==> src/hdl/format_string_integer_formatter_unit_assert.svh <==
// assertion macros shared by the formatter rtl
// no dependencies; expects clk and rst_n in the including module
`ifndef FORMAT_STRING_INTEGER_FORMATTER_UNIT_ASSERT_SVH
`define FORMAT_STRING_INTEGER_FORMATTER_UNIT_ASSERT_SVH
`ifndef SYNTHESIS
`define TPF_ASSERT(label, prop, msg) \
  label: assert property (@(posedge clk) disable iff (!rst_n) prop) else $error(msg);
`define TPF_ASSERT_ALWAYS(label, prop, msg) \
  label: assert property (@(posedge clk) prop) else $error(msg);
`else
`define TPF_ASSERT(label, prop, msg)
`define TPF_ASSERT_ALWAYS(label, prop, msg)
`endif
`endif

==> src/hdl/tpfmt_pkg.sv <==
// types, character codes and microcode rom of the integer formatter
// no dependencies
package tpfmt_pkg;

  typedef struct packed {
    logic [7:0]  fmt_char;
    logic [31:0] arg_value;
  } in_item_t;

  typedef struct packed {
    logic [7:0] out_char;
    logic       last;
  } out_item_t;

  // microprogram addresses
  typedef logic [3:0] upc_t;
  localparam upc_t A_IDLE = 4'd0;
  localparam upc_t A_ECHO = 4'd1;
  localparam upc_t A_CHR  = 4'd2;
  localparam upc_t A_HEX  = 4'd3;
  localparam upc_t A_I16  = 4'd4;
  localparam upc_t A_I16N = 4'd5;
  localparam upc_t A_L32  = 4'd6;
  localparam upc_t A_L32N = 4'd7;
  localparam upc_t A_DEC  = 4'd8;
  localparam upc_t A_SKIP = 4'd9;
  localparam upc_t A_SUB  = 4'd10;
  localparam upc_t A_DIG  = 4'd11;
  localparam upc_t A_ZERO = 4'd12;

  // character codes
  localparam logic [7:0] CH_NUL   = 8'h00;
  localparam logic [7:0] CH_PCT   = 8'h25;
  localparam logic [7:0] CH_MINUS = 8'h2D;
  localparam logic [7:0] CH_ZERO  = 8'h30;
  localparam logic [7:0] CH_UA    = 8'h41;
  localparam logic [7:0] CH_C     = 8'h63;
  localparam logic [7:0] CH_I     = 8'h69;
  localparam logic [7:0] CH_L     = 8'h6C;
  localparam logic [7:0] CH_N     = 8'h6E;
  localparam logic [7:0] CH_U     = 8'h75;
  localparam logic [7:0] CH_X     = 8'h78;

  localparam logic [3:0] K_START16 = 4'd5;
  localparam logic [3:0] K_LASTDEC = 4'd9;
  localparam logic [3:0] K_LASTHEX = 4'd3;
  localparam logic [3:0] DIGIT_MAX = 4'd9;

  typedef enum logic [2:0] {
    SEL_INCHR, SEL_LOWBYTE, SEL_MINUS, SEL_DIGIT, SEL_HEX, SEL_ZERO
  } sel_t;

  typedef enum logic [1:0] {LAST_NO, LAST_YES, LAST_K9, LAST_K3} last_t;

  typedef enum logic [2:0] {
    OP_NONE, OP_NEG16, OP_NEG32, OP_KINC, OP_SUB, OP_NEXTK, OP_HEXSH
  } op_t;

  // next address: sequential, unconditional, conditional or loop-else-idle
  typedef enum logic [1:0] {J_NEXT, J_ALWAYS, J_IF, J_LOOP} jmp_t;

  typedef enum logic [2:0] {
    C_POS16, C_POS32, C_ZERO, C_SKIP, C_GE, C_MOREK, C_MOREH
  } cond_t;

  typedef struct packed {
    logic  emit;
    sel_t  sel;
    last_t last;
    op_t   op;
    logic  gate;
    jmp_t  jmp;
    cond_t cond;
    upc_t  target;
  } uword_t;

  // datapath status seen by the sequencer
  typedef struct packed {
    logic pos16;
    logic pos32;
    logic zero;
    logic skip;
    logic ge;
    logic morek;
    logic moreh;
  } dp_stat_t;

  // datapath control driven by the sequencer
  typedef struct packed {
    logic  load;
    logic  wide;
    logic  k5;
    logic  do_op;
    logic  emit;
    sel_t  sel;
    last_t last;
    op_t   op;
  } dp_ctrl_t;

  function automatic logic [31:0] pow10(input logic [3:0] k);
    logic [31:0] p;
    unique case (k)
      4'd0:    p = 32'd1000000000;
      4'd1:    p = 32'd100000000;
      4'd2:    p = 32'd10000000;
      4'd3:    p = 32'd1000000;
      4'd4:    p = 32'd100000;
      4'd5:    p = 32'd10000;
      4'd6:    p = 32'd1000;
      4'd7:    p = 32'd100;
      4'd8:    p = 32'd10;
      default: p = 32'd1;
    endcase
    return p;
  endfunction

  function automatic logic [7:0] hex_char(input logic [3:0] n);
    logic [7:0] c;
    if (n < 4'd10) begin
      c = CH_ZERO + {4'b0, n};
    end else begin
      c = CH_UA + {4'b0, n - 4'd10};
    end
    return c;
  endfunction

  // microcode rom
  function automatic uword_t urom(input upc_t a);
    uword_t w;
    w = '{emit: 1'b0, sel: SEL_INCHR, last: LAST_NO, op: OP_NONE, gate: 1'b0,
          jmp: J_ALWAYS, cond: C_ZERO, target: A_IDLE};
    case (a)
      A_ECHO: begin
        w.emit = 1'b1; w.sel = SEL_INCHR; w.last = LAST_YES;
      end
      A_CHR: begin
        w.emit = 1'b1; w.sel = SEL_LOWBYTE; w.last = LAST_YES;
      end
      A_HEX: begin
        w.emit = 1'b1; w.sel = SEL_HEX; w.last = LAST_K3; w.op = OP_HEXSH;
        w.jmp = J_LOOP; w.cond = C_MOREH; w.target = A_HEX;
      end
      A_I16: begin
        w.jmp = J_IF; w.cond = C_POS16; w.target = A_DEC;
      end
      A_I16N: begin
        w.emit = 1'b1; w.sel = SEL_MINUS; w.op = OP_NEG16; w.target = A_DEC;
      end
      A_L32: begin
        w.jmp = J_IF; w.cond = C_POS32; w.target = A_DEC;
      end
      A_L32N: begin
        w.emit = 1'b1; w.sel = SEL_MINUS; w.op = OP_NEG32; w.target = A_DEC;
      end
      A_DEC: begin
        w.jmp = J_IF; w.cond = C_ZERO; w.target = A_ZERO;
      end
      A_SKIP: begin
        w.op = OP_KINC; w.gate = 1'b1;
        w.jmp = J_IF; w.cond = C_SKIP; w.target = A_SKIP;
      end
      A_SUB: begin
        w.op = OP_SUB; w.gate = 1'b1;
        w.jmp = J_IF; w.cond = C_GE; w.target = A_SUB;
      end
      A_DIG: begin
        w.emit = 1'b1; w.sel = SEL_DIGIT; w.last = LAST_K9; w.op = OP_NEXTK;
        w.jmp = J_LOOP; w.cond = C_MOREK; w.target = A_SUB;
      end
      A_ZERO: begin
        w.emit = 1'b1; w.sel = SEL_ZERO; w.last = LAST_YES;
      end
      default: begin
        w.jmp = J_ALWAYS;
      end
    endcase
    return w;
  endfunction

endpackage

==> src/hdl/tpfmt_seq.sv <==
// microcode sequencer: step counter, rom, dispatch and percent flag
// depends on tpfmt_pkg and the assertion macro header
`include "format_string_integer_formatter_unit_assert.svh"
module tpfmt_seq (
  input  logic                clk,
  input  logic                rst_n,
  input  logic                in_valid,
  output logic                in_ready,
  input  tpfmt_pkg::in_item_t in_data,
  input  tpfmt_pkg::dp_stat_t stat,
  input  logic                out_free,
  output tpfmt_pkg::dp_ctrl_t ctrl
);
  import tpfmt_pkg::*;

  upc_t   step_r, step_nxt, disp;
  logic   pend_r, pend_nxt;
  logic   idle, acc, cond_ok, fire, wide, k5;
  uword_t uw;

  assign idle     = (step_r == A_IDLE);
  assign in_ready = idle;
  assign acc      = in_valid && idle;
  assign uw       = urom(step_r);

  // dispatch of a new request to its microprogram entry
  always_comb begin
    disp     = A_IDLE;
    pend_nxt = pend_r;
    wide     = 1'b0;
    k5       = 1'b0;
    if (acc) begin
      priority if (in_data.fmt_char == CH_NUL) begin
        pend_nxt = 1'b0;
      end else if (!pend_r) begin
        if (in_data.fmt_char == CH_PCT) begin
          pend_nxt = 1'b1;
        end else begin
          disp = A_ECHO;
        end
      end else begin
        pend_nxt = 1'b0;
        case (in_data.fmt_char)
          CH_C:    disp = A_CHR;
          CH_I:    begin disp = A_I16; k5 = 1'b1; end
          CH_U:    begin disp = A_DEC; k5 = 1'b1; end
          CH_L:    begin disp = A_L32; wide = 1'b1; end
          CH_N:    begin disp = A_DEC; wide = 1'b1; end
          CH_X:    disp = A_HEX;
          default: disp = A_ECHO;
        endcase
      end
    end
  end

  // condition select
  always_comb begin
    unique case (uw.cond)
      C_POS16: cond_ok = stat.pos16;
      C_POS32: cond_ok = stat.pos32;
      C_ZERO:  cond_ok = stat.zero;
      C_SKIP:  cond_ok = stat.skip;
      C_GE:    cond_ok = stat.ge;
      C_MOREK: cond_ok = stat.morek;
      C_MOREH: cond_ok = stat.moreh;
      default: cond_ok = 1'b0;
    endcase
  end

  // a step stalls only while its character cannot be stored
  assign fire = !idle && (!uw.emit || out_free);

  // next step address
  always_comb begin
    step_nxt = step_r;
    if (idle) begin
      step_nxt = disp;
    end else if (fire) begin
      unique case (uw.jmp)
        J_NEXT:   step_nxt = step_r + 4'd1;
        J_ALWAYS: step_nxt = uw.target;
        J_IF:     step_nxt = cond_ok ? uw.target : step_r + 4'd1;
        J_LOOP:   step_nxt = cond_ok ? uw.target : A_IDLE;
        default:  step_nxt = A_IDLE;
      endcase
    end
  end

  always_comb begin
    ctrl.load  = acc;
    ctrl.wide  = wide;
    ctrl.k5    = k5;
    ctrl.do_op = fire && (!uw.gate || cond_ok);
    ctrl.emit  = fire && uw.emit;
    ctrl.sel   = uw.sel;
    ctrl.last  = uw.last;
    ctrl.op    = uw.op;
  end

  always_ff @(posedge clk) begin
    if (!rst_n) begin
      step_r <= A_IDLE;
      pend_r <= 1'b0;
    end else begin
      step_r <= step_nxt;
      pend_r <= pend_nxt;
    end
  end

  `TPF_ASSERT(a_step_in_program, step_r <= A_ZERO, "step counter left the program")
  `TPF_ASSERT(a_pct_arms, acc && !pend_r && in_data.fmt_char == CH_PCT |=> pend_r && idle, "percent did not arm")
  `TPF_ASSERT(a_letter_clears, acc && pend_r |=> !pend_r, "pending flag not cleared")
endmodule

==> src/hdl/tpfmt_dp.sv <==
// datapath: argument register, power index, digit counter, subtractor, output register
// depends on tpfmt_pkg and the assertion macro header
`include "format_string_integer_formatter_unit_assert.svh"
module tpfmt_dp (
  input  logic                 clk,
  input  logic                 rst_n,
  input  tpfmt_pkg::in_item_t  in_data,
  input  tpfmt_pkg::dp_ctrl_t  ctrl,
  output tpfmt_pkg::dp_stat_t  stat,
  output logic                 out_free,
  output logic                 out_valid,
  input  logic                 out_ready,
  output tpfmt_pkg::out_item_t out_data
);
  import tpfmt_pkg::*;

  logic [7:0]  chr_r;
  logic [31:0] val_r, pow;
  logic [3:0]  k_r, digit_r;
  logic        ov_r, lt;
  out_item_t   od_r;
  logic [7:0]  ch;
  logic        lst;

  assign pow = pow10(k_r);
  assign lt  = (val_r < pow);

  // status for the sequencer
  always_comb begin
    stat.pos16 = !val_r[15];
    stat.pos32 = !val_r[31];
    stat.zero  = (val_r == 32'd0);
    stat.skip  = (k_r < K_LASTDEC) && lt;
    stat.ge    = !lt && (digit_r != DIGIT_MAX);
    stat.morek = (k_r != K_LASTDEC);
    stat.moreh = (k_r != K_LASTHEX);
  end

  // character select
  always_comb begin
    unique case (ctrl.sel)
      SEL_INCHR:   ch = chr_r;
      SEL_LOWBYTE: ch = val_r[7:0];
      SEL_MINUS:   ch = CH_MINUS;
      SEL_DIGIT:   ch = CH_ZERO + {4'b0, digit_r};
      SEL_HEX:     ch = hex_char(val_r[15:12]);
      SEL_ZERO:    ch = CH_ZERO;
      default:     ch = CH_ZERO;
    endcase
    unique case (ctrl.last)
      LAST_NO:  lst = 1'b0;
      LAST_YES: lst = 1'b1;
      LAST_K9:  lst = (k_r == K_LASTDEC);
      LAST_K3:  lst = (k_r == K_LASTHEX);
      default:  lst = 1'b0;
    endcase
  end

  // working registers
  always_ff @(posedge clk) begin
    if (ctrl.load) begin
      chr_r   <= in_data.fmt_char;
      val_r   <= ctrl.wide ? in_data.arg_value : {16'b0, in_data.arg_value[15:0]};
      k_r     <= ctrl.k5 ? K_START16 : 4'd0;
      digit_r <= 4'd0;
    end else if (ctrl.do_op) begin
      case (ctrl.op)
        OP_NEG16: val_r <= {16'b0, ~val_r[15:0] + 16'd1};
        OP_NEG32: val_r <= ~val_r + 32'd1;
        OP_KINC:  k_r <= k_r + 4'd1;
        OP_SUB: begin
          val_r   <= val_r - pow;
          digit_r <= digit_r + 4'd1;
        end
        OP_NEXTK: begin
          if (k_r != K_LASTDEC) begin
            k_r <= k_r + 4'd1;
          end
          digit_r <= 4'd0;
        end
        OP_HEXSH: begin
          val_r <= {val_r[27:0], 4'b0};
          k_r   <= k_r + 4'd1;
        end
        default: ;
      endcase
    end
  end

  // output register
  always_ff @(posedge clk) begin
    if (ctrl.emit) begin
      od_r <= '{out_char: ch, last: lst};
    end
  end

  always_ff @(posedge clk) begin
    if (!rst_n) begin
      ov_r <= 1'b0;
    end else if (ctrl.emit) begin
      ov_r <= 1'b1;
    end else if (out_ready) begin
      ov_r <= 1'b0;
    end
  end

  assign out_free  = !ov_r || out_ready;
  assign out_valid = ov_r;
  assign out_data  = od_r;

  `TPF_ASSERT(a_digit_range, ctrl.emit && ctrl.sel == SEL_DIGIT |-> digit_r <= DIGIT_MAX, "digit above nine")
  `TPF_ASSERT(a_no_overwrite, ctrl.emit |-> out_free, "result overwritten before taken")
  `TPF_ASSERT(a_out_hold, ov_r && !out_ready |=> ov_r && $stable(od_r), "result dropped")
endmodule

==> src/hdl/format_string_integer_formatter_unit.sv <==
// Integer formatter: takes one format byte and an argument word per request and
// returns its characters one per result. Echo and char store a single character
// and hex stores its four digits in turn; a zero stores a single 0. A decimal
// first tests for zero, then skips the leading powers of ten, subtracts each power
// until the value is below it, with a final compare for each digit, and stores the
// digit; a signed conversion first tests the sign and, if negative, stores a minus.
// The subtractions are done by the single 32-bit subtractor that the microcode
// steps through. The next request can be taken in the cycle after the last
// character is stored in the output register; a full output register that is not
// taken holds the program on its next character.
// depends on tpfmt_pkg, tpfmt_seq and tpfmt_dp
module format_string_integer_formatter_unit (
  input  logic                 clk,
  input  logic                 rst_n,
  input  logic                 in_valid,
  output logic                 in_ready,
  input  tpfmt_pkg::in_item_t  in_data,
  output logic                 out_valid,
  input  logic                 out_ready,
  output tpfmt_pkg::out_item_t out_data
);
  import tpfmt_pkg::*;

  dp_ctrl_t ctrl;
  dp_stat_t stat;
  logic     out_free;

  // sequencer
  tpfmt_seq u_seq (
    .clk      (clk),
    .rst_n    (rst_n),
    .in_valid (in_valid),
    .in_ready (in_ready),
    .in_data  (in_data),
    .stat     (stat),
    .out_free (out_free),
    .ctrl     (ctrl)
  );

  // datapath
  tpfmt_dp u_dp (
    .clk       (clk),
    .rst_n     (rst_n),
    .in_data   (in_data),
    .ctrl      (ctrl),
    .stat      (stat),
    .out_free  (out_free),
    .out_valid (out_valid),
    .out_ready (out_ready),
    .out_data  (out_data)
  );
endmodule

==> config.mk <==
export PLATFORM = sky130hd
export DESIGN_NAME = format_string_integer_formatter_unit
export DESIGN_NICKNAME = d
export VERILOG_FILES = /design/src/hdl/tpfmt_pkg.sv /design/src/hdl/tpfmt_seq.sv /design/src/hdl/tpfmt_dp.sv /design/src/hdl/format_string_integer_formatter_unit.sv
export VERILOG_INCLUDE_DIRS = /design/src /design/src/hdl
export SDC_FILE = /design/constraint.sdc
export NUM_CORES = 1
export LEC_CHECK = 0
export BUFFER_PORTS_ARGS = -buffer_cell sky130_fd_sc_hd__buf_2
export CAP_MARGIN = 20
export CORE_ASPECT_RATIO = 0.7
export CORE_MARGIN = 2
export CORE_UTILIZATION = 40
export CTS_CLUSTER_DIAMETER = 40
export DETAILED_ROUTE_END_ITERATION = 10
export PLACE_DENSITY = 0.61
export SYNTH_ARGS = -nofsm -noshare
export SYNTH_HDL_FRONTEND = slang
export SYNTH_SLANG_ARGS = --single-unit
==> constraint.sdc <==
create_clock -name clk -period 8.03 [get_ports clk]
set_clock_uncertainty 0.05 [all_clocks]
set_input_delay 2.409 -clock clk [delete_from_list [all_inputs] [get_ports clk]]
set_output_delay 2.409 -clock clk [all_outputs]
set_load 0.005 [all_outputs]
# Word-level counts from Yosys, hierarchy flattened
# Memory sizes are Yosys's and may differ from the RTL's. A register that Yosys moved wholly into a read port is not among the register bits.
# Cells that the tools add are included.
# op_classes
n_eq_ne,47
bitwise,2
n_mux,45
magnitude_cmp,3
addsub,10
reduce_logical,43
# op_table
op,count
one-hot mux 32 bit (4 select lines),1
2-to-1 mux 32 bit,3
"equality test 8 x 7 -> 1 bit, second input constant",6
2-to-1 mux 4 bit,11
one-hot mux 4 bit (5 select lines),2
one-hot mux 8 bit (5 select lines),1
one-hot mux 3 bit (6 select lines),2
"adder 32 x 1 -> 32 bit, second input constant",1
logical NOT 32 bit,1
< comparator 32 bit,1
NOT 32 bit,1
subtractor 32 bit,1
"equality test 4 bit, second input constant",6
one-hot mux 4 bit (6 select lines),1
"equality test 3 bit, second input constant",7
"equality test 3 x 2 -> 1 bit, second input constant",6
"adder 16 x 1 -> 16 bit, second input constant",1
"equality test 4 x 3 -> 1 bit, second input constant",4
NOT 16 bit,1
one-hot mux 4 bit (2 select lines),2
one-hot mux 4 bit (4 select lines),1
OR reduction 2 bit,8
2-to-1 mux 1 bit,15
"adder 6 x 4 -> 7 bit, first input constant",2
34 further kinds,65
# word_totals
word_cells,160
mem_count,1
output_inout_bits,11
mem_bits_ro,480
register_bits,63
in_bits,44
# mem_list
memory,words,width,rd,rd_ports_with_merged_regs,wr,line,text
(no name shown),16,30,1,1,0,tpfmt_pkg.sv:102,unique case (k)

# Logic depth before layout (Yosys ltp)
# Gate-level depths: netlist of run 1.
# depth
word_depth,10
depth_mapped,15
mapped_depth_nobuf,15

# Modules after synthesis
# A second synthesis of run 1 with hierarchy kept.
# unflattened
hier_cells,851
area_unflattened_um2,7071.8
# by_module_without_submodules
mod,cells_each,instances,area_per_inst_um2
tpfmt_dp,688,1,5889.4
tpfmt_seq,163,1,1182.4

# Least setup slack after synthesis of run 1
# Ideal clock, no wire load.
# synth_timing
path_type,input-to-reg
start,in out_ready
end,reg u_dp.val_r[10] (enable)
slack_ns,2.280
t_arrival_ns,5.237
path_buffers,0
path_stages,4
setup_time_ns,0.462
cell_sequence,nand2b_1 o21ai_0 a31o_2 o21ai_0
# synth_via
elab_chain_cells,6
# synth_lines
item,line,text
"start, declared",format_string_integer_formatter_unit.sv:19,"input logic out_ready,"
logical OR 1 bit,tpfmt_dp.sv:107,assign out_free = !ov_r || out_ready;
logical OR 1 bit,tpfmt_seq.sv:71,assign fire = !idle && (!uw.emit || out_free);
logical AND 1 bit,tpfmt_seq.sv:71,
logical AND 1 bit,tpfmt_seq.sv:93,ctrl.do_op = fire && (!uw.gate || cond_ok);
nonzero test 2 bit (no source line),-,
AND reduction 2 bit (no source line),-,
"end signal, assigned",tpfmt_dp.sv:63,"val_r <= ctrl.wide ? in_data.arg_value : {16'b0, in_data.arg_value[15:0]};"
"end signal, assigned",tpfmt_dp.sv:68,"OP_NEG16: val_r <= {16'b0, ~val_r[15:0] + 16'd1};"
"end signal, assigned",tpfmt_dp.sv:69,OP_NEG32: val_r <= ~val_r + 32'd1;
"end, declared",tpfmt_dp.sv:18,"logic [31:0] val_r, pow;"
# No other way between the ends.
# A chain may end at the register's enable or synchronous reset.

# Final worst setup path of run 1
# layout_timing
start,reg u_dp.k_r[0]
end,reg u_dp.val_r[18] (enable)
# layout_via
elab_chain_cells,7
# layout_lines
item,line,text
"start, declared",tpfmt_dp.sv:19,"logic [3:0] k_r, digit_r;"
"start signal, assigned",tpfmt_dp.sv:64,k_r <= ctrl.k5 ? K_START16 : 4'd0;
"start signal, assigned",tpfmt_dp.sv:70,OP_KINC: k_r <= k_r + 4'd1;
"start signal, assigned",tpfmt_dp.sv:77,k_r <= k_r + 4'd1;
< comparator 4 bit,tpfmt_dp.sv:33,stat.skip = (k_r < K_LASTDEC) && lt;
logical AND 1 bit,tpfmt_dp.sv:33,
one-hot mux 1 bit (7 select lines) *,tpfmt_seq.sv:58,unique case (uw.cond)
logical OR 1 bit *,tpfmt_seq.sv:93,
logical AND 1 bit *,tpfmt_seq.sv:93,
nonzero test 2 bit (no source line) *,-,
AND reduction 2 bit (no source line) *,-,
# Every way passes the cells marked *; elsewhere a longest branch is shown, timed or not.

==> results of run 1 <==
-- registers in the layout, summed over array words and instances (netlist names) --
name	cells
u_dp.chr_r	8
u_dp.digit_r	4
u_dp.k_r	4
u_dp.out_data	9
u_dp.out_valid	1
u_dp.val_r	32
u_seq.pend_r	1
u_seq.step_r	4
-- worst paths after layout --
path                              startpoint              to  slack [ns]  cells after the start
worst max register to register   u_dp.k_r[0]  u_dp.val_r[18]        3.14                     15
worst min-delay path            u_seq.pend_r    u_seq.pend_r        0.46                      2
worst max-delay path             u_dp.k_r[0]  u_dp.val_r[18]        3.14                     15
worst min register to register  u_seq.pend_r    u_seq.pend_r        0.46                      2
-- per-stage QoR --
step | util | setup WS (ns) | power, uW | instances | hold WS, ns
floorplan | - | 2.28 | 625 | 795 | 0.402
global placement | 0.436 | 3.17 | 712 | 1051 | 0.450
detailed placement | 0.436 | 3.02 | 711 | 1051 | 0.456
CTS | 0.455 | 2.98 | 1120 | 1067 | 0.462
global route | 0.458 | 2.81 | 1180 | 1069 | 0.477
finish | 0.458 | 3.14 | 1120 | 1069 | 0.460
-- area by class of cell --
type                            instances  area (sq um)  share of cell area
Sequential cell                        63          1790               0.242
Clock inverter                          7          77.6              0.0105
Clock buffer                            9           225              0.0305
Timing Repair Buffer                   66           384              0.0520
Inverter                               31           116              0.0157
Multi-Input combinational cell        668          4510               0.611
Tap cell                              225           282              0.0381
-- power groups by stage --
stage               Sequential (uW)  Clock [uW]  Combinational, uW
global route                    408         427                345
detailed placement              412           0                299
CTS                             405         415                302
floorplan                       397           0                228
global placement                412           0                299
finish                          406         411                308
-- Yosys cell counts, types with 9 or more instances --
| library cell | instances |
|---|---|
| o211ai_1 | 9 |
| nand2_1 | 86 |
| a21o_1 | 13 |
| nand2b_1 | 13 |
| xor2_1 | 22 |
| dfxtp_1 | 10 |
| nor2_1 | 65 |
| a22oi_1 | 11 |
| nand4_1 | 9 |
| clkbuf_1 | 29 |
| nand3_1 | 18 |
| a31oi_1 | 10 |
| or3_1 | 10 |
| inv_1 | 31 |
| edfxtp_1 | 53 |
| a21oi_1 | 64 |
| ha_1 | 53 |
| xnor2_1 | 29 |
| nor3_1 | 20 |
| o21ai_0 | 59 |
| mux2i_1 | 9 |
-- logic make-up after synthesis --
group / Yosys count / synth area share
buffers and inverters: 64 / 0.0385
AOI/OAI and AO/OA: 265 / 0.268
DFF: 63 / 0.274
and+or+nand+nor: 285 / 0.225
muxes: 13 / 0.0207
adders and majority gates: 54 / 0.105
xor gates and xnor gates: 51 / 0.0684
-- per-layer routing --
metal	up-vias	routed length, microns	track usage
met5	-	0	0
met4	0	182	0.0355
met3	21	1500	0.0516
met2	250	8490	0.338
met1	3081	10600	0.386
li1	3103	-	-
-- placed cells by master (no fill, tap or decap), types with 6 or more instances in the layout --
cell	count
clkbuf_16	9
nor3_1	19
buf_2	54
edfxtp_1	53
o211ai_1	9
o21a_1	7
a21o_1	13
a31oi_1	10
buf_4	10
xor2_1	22
and3_1	6
a22oi_1	11
o31ai_1	8
nor2_1	65
o21bai_1	7
o21ai_0	58
a222oi_1	7
a21oi_1	64
nand2b_1	13
a211oi_1	8
or3_1	10
nand3_1	18
nand4_1	9
nor2b_1	8
inv_1	31
xnor2_1	29
nand2_1	86
o221ai_1	6
nor4_1	7
ha_1	53
dfxtp_1	10
mux2i_1	9
-- worst min-delay path, stage by stage (launching register included) --
cell and delay (ns):
dfxtp_1 0.34, nand2_1 0.06, a21boi_0 0.06
==> results.ini, run 1 <==
[power_and_ir_drop]
intPower_uw=744
clockPowerShare=0.365
p_sw_uw=380
p_leak_uw=0.00280
irDropWorstVdd_mv=0.118
sw_frac_of_total=0.338
comb_power_share=0.274
seqPwrFrac=0.361
p_per_area_mw_per_mm2=152

[sta]
clock.fmax_mhz=204
fin_crit_sh=0.609
maxSlewViolCount=0
hold_viol=0
worstMarginPinSlew_ns=0.866
setup_viol=0
fin_crit_ns=4.89
fin_tns_setup_ns=0
rsz0062_at_grt=no
relSlewSlack=0.419

[routing]
drtIter0Drc=595
routed_wl_mm=20.7
drt_pass1_iterations=5
drc=0
wl_per_cell_microns=19.4
ant_nets=0
vias=6455
via_per_inst=6.04

[global_route]
grt_pass1_wl_mm=33.2
grt_usage=0.243
grt_pass1_vias=5975
grt_max_degree=34
grt_antenna_before_repair=0
overflow=0

[worst_setup_path]
arrival_ns=4.89
start_kind=flip-flop
crit_path_max_fanout=18
cp.required_ns=8.02
cpMaxStageDelayCell=edfxtp_1
crit_buf_inv=3
crit_chain=inv_1 > ha_1 > a21oi_1 > ha_1 > inv_1 > fa_1 > a211oi_1 > o211ai_1 > nand2_1 > o211ai_1 > nand3b_1 > a31oi_1 > a31o_2 > o21ai_4 > buf_16
worstSetupPathType=flip-flop to flip-flop
end_kind=flip-flop
cpPeakStageDelay_ns=0.57
crit_family=compound AO/OA/AOI/OAI gates

[layout]
area_growth_pct=13.1
design_area_sq_mm=0.00739
nFillCells=1603
n_antenna_cell=0
layout-drive-gt1-share=0.128
fin_nets=937

[yosys]
ys_types=79
synth_area_sq_mm=0.00654
synth.avg_cell_area_sq_um=8.22
ys.flop_type=edfxtp_1
synth_edf_count=53
synth_area_leaders=edfxtp_1 24%, ha_1 10%, nand2_1 4.9%
synth_top_area_share=0.244
yosys.area.top_type=edfxtp_1
syn_inst=795
async_flop_share=0
syn-num-nets=893
yosysSeqAreaShare=0.274
synth_seq_cells=63
yosys_warnings=0

[clock_network]
clock-sinks=63
cts_made_buffers=9
cts_tree=built
ctsResizeCount=0
root_buffer=clkbuf_16
ctsHoldBuffers=0
postCtsSetupRepairBufs=0
cts_max_path_buffers=2
htree_levels=3
path_clk_slew_ns=0.06
clock_latency_ns=0.34

[worst_hold_path]
hold_class=flip-flop to flip-flop

[die]
ioPinCount=55
rows=39
start_util=0.405
die_x_microns=157
die_area_sq_mm=0.0174
coreArea_sq_mm=0.0162
die_h_microns=111

[outcome]
status=completed

[placed_design]
place_hpwl_mm=15.5
postPlaceCellArea_sq_mm=0.00705
place_congestion=0.956
port_buffers=54

[flow_run]
drv_cap=0

No activity file was read; power rests on OpenSTA's default activity.
==> run 2: changes to the inputs <==
clock period = 4.68 ns   (was 8.03 ns; I/O delays follow)
==> run 2 against run 1 <==
Against the previous run: count of clock-buffer cells in the layout rose by 1; flip-flop and latch count did not move; combinational power rose by 76%; sequential share of layout area fell by 0.090 points; cell count rose by 1.0%; global-route usage rose by 0.12 points; die area did not move; design area rose by 0.37%; first-iteration DRC count rose by 44%; utilization rose by 0.17 points; sequential power rose by 70%; via count rose by 3.0%.
==> results.ini, run 2 (synthesized netlist as in run 1, its figures left out) <==
[worst_setup_path]
worstSetupPathType=flip-flop to flip-flop
crit_path_max_fanout=9
cpPeakStageDelay_ns=0.49
start_kind=flip-flop
cp.required_ns=4.60
r2r_end=u_dp.k_r[3]
arrival_ns=4.31
cpMaxStageDelayCell=edfxtp_1
end_kind=flip-flop
crit_chain=inv_1 > ha_1 > a21oi_1 > ha_1 > inv_1 > fa_1 > a211oi_2 > o211ai_1 > nand2_1 > o211ai_1 > nand3b_1 > a31oi_1 > a31o_2 > o21ai_0
worst_r2r_path_depth=14
reg2reg_slack_ns=0.28
r2r-start=u_dp.k_r[1]

[clock_network]
cts_tree=built
cts_max_path_buffers=2
root_buffer=clkbuf_16
cts_made_buffers=9
clock_latency_ns=0.34
clock-sinks=63
htree_levels=3
path_clk_slew_ns=0.06

[die]
ioPinCount=55
start_util=0.405
die_x_microns=157
coreArea_sq_mm=0.0162
rows=39
die_area_sq_mm=0.0174
die_h_microns=111

[sta]
rsz0062_at_grt=no
worstMarginPinSlew_ns=1.03
relSlewSlack=0.310
fin_crit_sh=0.939
holdWs_ns=0.460
setup_viol=0
maxSlewViolCount=0
worst_slack_ns=0.283
hold_viol=0
fin_tns_setup_ns=0
fin_crit_ns=4.40
clock.fmax_mhz=227

[power_and_ir_drop]
comb_power_share=0.292
irDropWorstVdd_mv=0.229
p_per_area_mw_per_mm2=251
intPower_uw=1220
p_sw_uw=641
sw_frac_of_total=0.344
seqPwrFrac=0.371
p_leak_uw=0.00282
clockPowerShare=0.337

[worst_hold_path]
holdPathStages=1
hp-start=u_dp.digit_r[3]
min_delay_worst_endpoint=u_dp.digit_r[3]
hold_class=flip-flop to flip-flop

[layout]
fin_nets=948
layout-drive-gt1-share=0.139
largest_register_ffs=32
final_cell_mix=86 x nand2_1, 65 x nor2_1, 64 x a21oi_1
largest-register=u_dp.val_r
final_common_cell=nand2_1
area_growth_pct=13.5
n_antenna_cell=0

[routing]
routed_wl_mm=21.3
drtIter0Drc=854
via_per_inst=6.16
ant_nets=0
drc=0
wl_per_cell_microns=19.7
vias=6651
drt_pass1_iterations=8

[placed_design]
dp_worst_setup_slack_ns=0.171
port_buffers=54
place_congestion=0.948
place_hpwl_mm=15.7

[global_route]
grt_max_degree=33
overflow=0
grt_pass1_vias=5839
grt_usage=0.244
grt_antenna_before_repair=0
grt_pass1_wl_mm=33.0

[outcome]
status=completed

[flow_run]
drv_cap=0

## run 2: final cells by class
cell class	count	area, sq um
Tap cell	225	282
Clock inverter	6	37.5
Multi-Input combinational cell	668	4520
Sequential cell	63	1790
Clock buffer	10	229
Inverter	31	116
Fill cell	1623	8730
Timing Repair Buffer	77	443
## run 2: stage by stage
stage | utilization | power, uW | cell area, sq um | cells
floorplan | - | 1070 | 6540 | 795
global placement | 0.442 | 1220 | 7130 | 1062
detailed placement | 0.442 | 1220 | 7130 | 1062
CTS | 0.458 | 1850 | 7400 | 1078
global route | 0.459 | 1950 | 7420 | 1080
finish | 0.459 | 1860 | 7420 | 1080
## run 2: power groups by stage
stage	clock (uW)	sequential, uW	combinational [uW]
floorplan	0	680	391
global placement	0	702	521
detailed placement	0	702	519
CTS	636	690	524
global route	660	694	599
finish	628	691	543
## run 2: per-layer routing
metal	part of all wire	track usage	wire length, microns	up-vias
met5	0	0	0	-
met4	0.014	0.0434	308	0
met3	0.098	0.0496	2090	28
met2	0.40	0.327	8500	340
met1	0.49	0.396	10400	3152
li1	-	-	-	3131
## run 2: how the worst max path moves through the flow
stage | start | endpoint | slack (ns) | cells after the start
6_report | u_dp.k_r[1] | u_dp.k_r[3] | 0.28 | 14
5_1_grt | u_dp.k_r[1] | u_dp.val_r[22] | 0.03 | 15
4_1_cts | u_dp.k_r[0] | u_dp.k_r[0] | 0.16 | 14
3_5_place_dp | u_dp.k_r[0] | u_dp.k_r[1] | 0.17 | 14
3_3_place_gp | u_dp.k_r[0] | u_dp.k_r[1] | 0.39 | 14
2_1_floorplan | u_dp.k_r[0] | u_dp.val_r[10] | 0.38 | 14
## run 2: timing repair
action	4_1_cts	5_1_grt
setup buffers	0	2
hold buffers	0	0
gates resized for setup	0	1
endpoints found under the setup margin	0	36
## run 2: worst max-delay path: cells and delay by family, from the launching register on
family                     cells  cell delay, ns
buffers and inverters          2            0.20
DFF                            1            0.49
AOI/OAI and AO/OA              7            1.99
and+or+nand+nor                2            0.39
adders and majority gates      3            0.91
==> run 3: changes to the inputs <==
--- a/config.mk
+++ b/config.mk
@@ -9,5 +9,5 @@
 export BUFFER_PORTS_ARGS = -buffer_cell sky130_fd_sc_hd__buf_2
 export CAP_MARGIN = 20
-export CORE_ASPECT_RATIO = 0.7
+export CORE_ASPECT_RATIO = 1.4
 export CORE_MARGIN = 2
 export CORE_UTILIZATION = 40
@@ -15,4 +15,5 @@
 export DETAILED_ROUTE_END_ITERATION = 10
 export PLACE_DENSITY = 0.61
+export SKIP_LAST_GASP = 1
 export SYNTH_ARGS = -nofsm -noshare
 export SYNTH_HDL_FRONTEND = slang
==> constraint.sdc (replaced) <==
create_clock -name clk -period 4.68 [get_ports clk]
set_clock_uncertainty 0.05 [all_clocks]
set_input_delay 0 -clock clk [delete_from_list [all_inputs] [get_ports clk]]
set_output_delay 0 -clock clk [all_outputs]
set_load 0.005 [all_outputs]
==> run 3 against run 2 <==
Against the previous run: power is 3.5% higher; cell count up 1.0%; via count is 1.3% lower; die area about the same; non-clock buffer count up 37; global-route usage is 0.31 points higher; hold slack lost 0.43 ns; largest power group unchanged.
==> results.ini, run 3 (synthesized netlist as in run 1, its figures left out) <==
[outcome]
status=completed

[power_and_ir_drop]
p_leak_uw=0.00299
seqPwrFrac=0.357
clockPowerShare=0.353
comb_power_share=0.290
p_total_uw=1930
intPower_uw=1250
irDropWorstVdd_mv=0.163
sw_frac_of_total=0.350
p_sw_uw=675
p_per_area_mw_per_mm2=247

[sta]
rsz0062_at_grt=no
holdWs_ns=0.0341
worst_slack_ns=0.412
fin_crit_sh=0.912
clock.fmax_mhz=234
setup_viol=0
hold_viol=0
relSlewSlack=0.362
maxSlewViolCount=0
fin_tns_setup_ns=0
worstMarginPinSlew_ns=0.956
fin_crit_ns=4.27

[clock_network]
htree_levels=3
postCtsSetupRepairBufs=0
cts_made_buffers=9
path_clk_slew_ns=0.07
clock_latency_ns=0.35
clock-sinks=63
cts_max_path_buffers=2
cts_tree=built
root_buffer=clkbuf_16

[placed_design]
place_hpwl_mm=15.7
place_congestion=0.930
port_buffers=54
dp_worst_setup_slack_ns=0.325

[layout]
n_antenna_cell=0
multi_input_area_sq_mm=0.00452
nFillCells=1645
layout-drive-gt1-share=0.132
final_cell_mix=86 x nand2_1, 64 x nor2_1, 64 x a21oi_1
seq_area_sq_mm=0.00179
largest-register=u_dp.val_r
final_common_cell=nand2_1
area_growth_pct=19.2
fin_nets=985
largest_register_ffs=32

[routing]
drc=0
ant_nets=0
via_per_inst=6.01
drt_pass1_iterations=5
drtIter0Drc=523
routed_wl_mm=21.2
vias=6562
wl_per_cell_microns=19.5

[die]
start_util=0.406
rows=55
die_area_sq_mm=0.0174
ioPinCount=55
die_h_microns=155
die_x_microns=112
coreArea_sq_mm=0.0161

[global_route]
met2_usage=0.449
grt_pass1_wl_mm=34.1
grt_antenna_before_repair=0
grt_pass1_vias=6508
grt_usage=0.247
use_met1=0.296
overflow=0
grt_busiest_layer=met2
gr-usage-met3=0.0308
grt_max_degree=32

[worst_setup_path]
start_kind=flip-flop
cpMaxStageDelayCell=edfxtp_1
worstSetupPathType=flip-flop to flip-flop
crit_chain=inv_1 > ha_1 > a21oi_1 > ha_1 > inv_1 > fa_1 > a211oi_1 > o211ai_1 > nand2_1 > o211ai_1 > nand3b_1 > a31oi_1 > a31o_2 > o21ai_4 > buf_12
arrival_ns=4.25
cp.required_ns=4.67
cpPeakStageDelay_ns=0.49
end_kind=flip-flop
crit_path_max_fanout=31

[flow_run]
drv_cap=0

[worst_hold_path]
hold_class=input pin to flip-flop

run 3: routing by layer:
| layer | vias up | part of all wire |
|---|---|---|
| met2 | 207 | 0.52 |
| met5 | - | 0 |
| met3 | 45 | 0.049 |
| met1 | 3103 | 0.40 |
| met4 | 0 | 0.029 |
| li1 | 3207 | - |
run 3: power groups by stage:
| stage | registers, uW | logic (uW) | clock network, uW |
|---|---|---|---|
| finish | 687 | 559 | 681 |
| CTS | 686 | 553 | 687 |
| global placement | 699 | 523 | 0 |
| global route | 691 | 622 | 711 |
| floorplan | 680 | 391 | 0 |
| detailed placement | 698 | 524 | 0 |
run 3: repair_timing:
item / in CTS / in global routing
endpoints found under the setup margin: 0 / 4
resized for setup: 0 / 1
hold endpoints to repair: 43 / 0
hold buffers: 39 / 0
run 3: worst max-delay path: cells and delay by family, from the launching register on:
kind                     cells  cell delay, ns
AND/OR/NAND/NOR              2            0.40
adder cells (fa/ha/maj)      3            0.85
flip-flops                   1            0.49
buffers and inverters        3            0.43
AO/OA/AOI/OAI                7            1.73
run 3: area by class of cell:
type	count	share of cell area
clock inverters	7	0.00771
well taps	199	0.0320
clock buffers	9	0.0289
multi-input cells	668	0.580
flip-flops and latches	63	0.230
repair buffers	114	0.107
inverters	31	0.0149
run 3: worst paths after layout:
| kind | from | endpoint | slack, ns | depth (start not counted) |
|---|---|---|---|---|
| min reg2reg | u_seq.pend_r | u_seq.pend_r | 0.45 | 2 |
| min | in_data[28] | u_dp.val_r[28] | 0.03 | 5 |
| max | u_dp.k_r[1] | u_dp.val_r[13] | 0.41 | 15 |
| max reg2reg | u_dp.k_r[1] | u_dp.val_r[13] | 0.41 | 15 |
run 3: stage by stage:
stage          utilization  instance area (sq um)  std cells
5_1_grt              0.484                   7790       1091
4_1_cts              0.484                   7790       1091
6_report             0.484                   7790       1091
3_3_place_gp         0.442                   7110       1036
3_5_place_dp         0.442                   7110       1036
2_1_floorplan            -                   6540        795
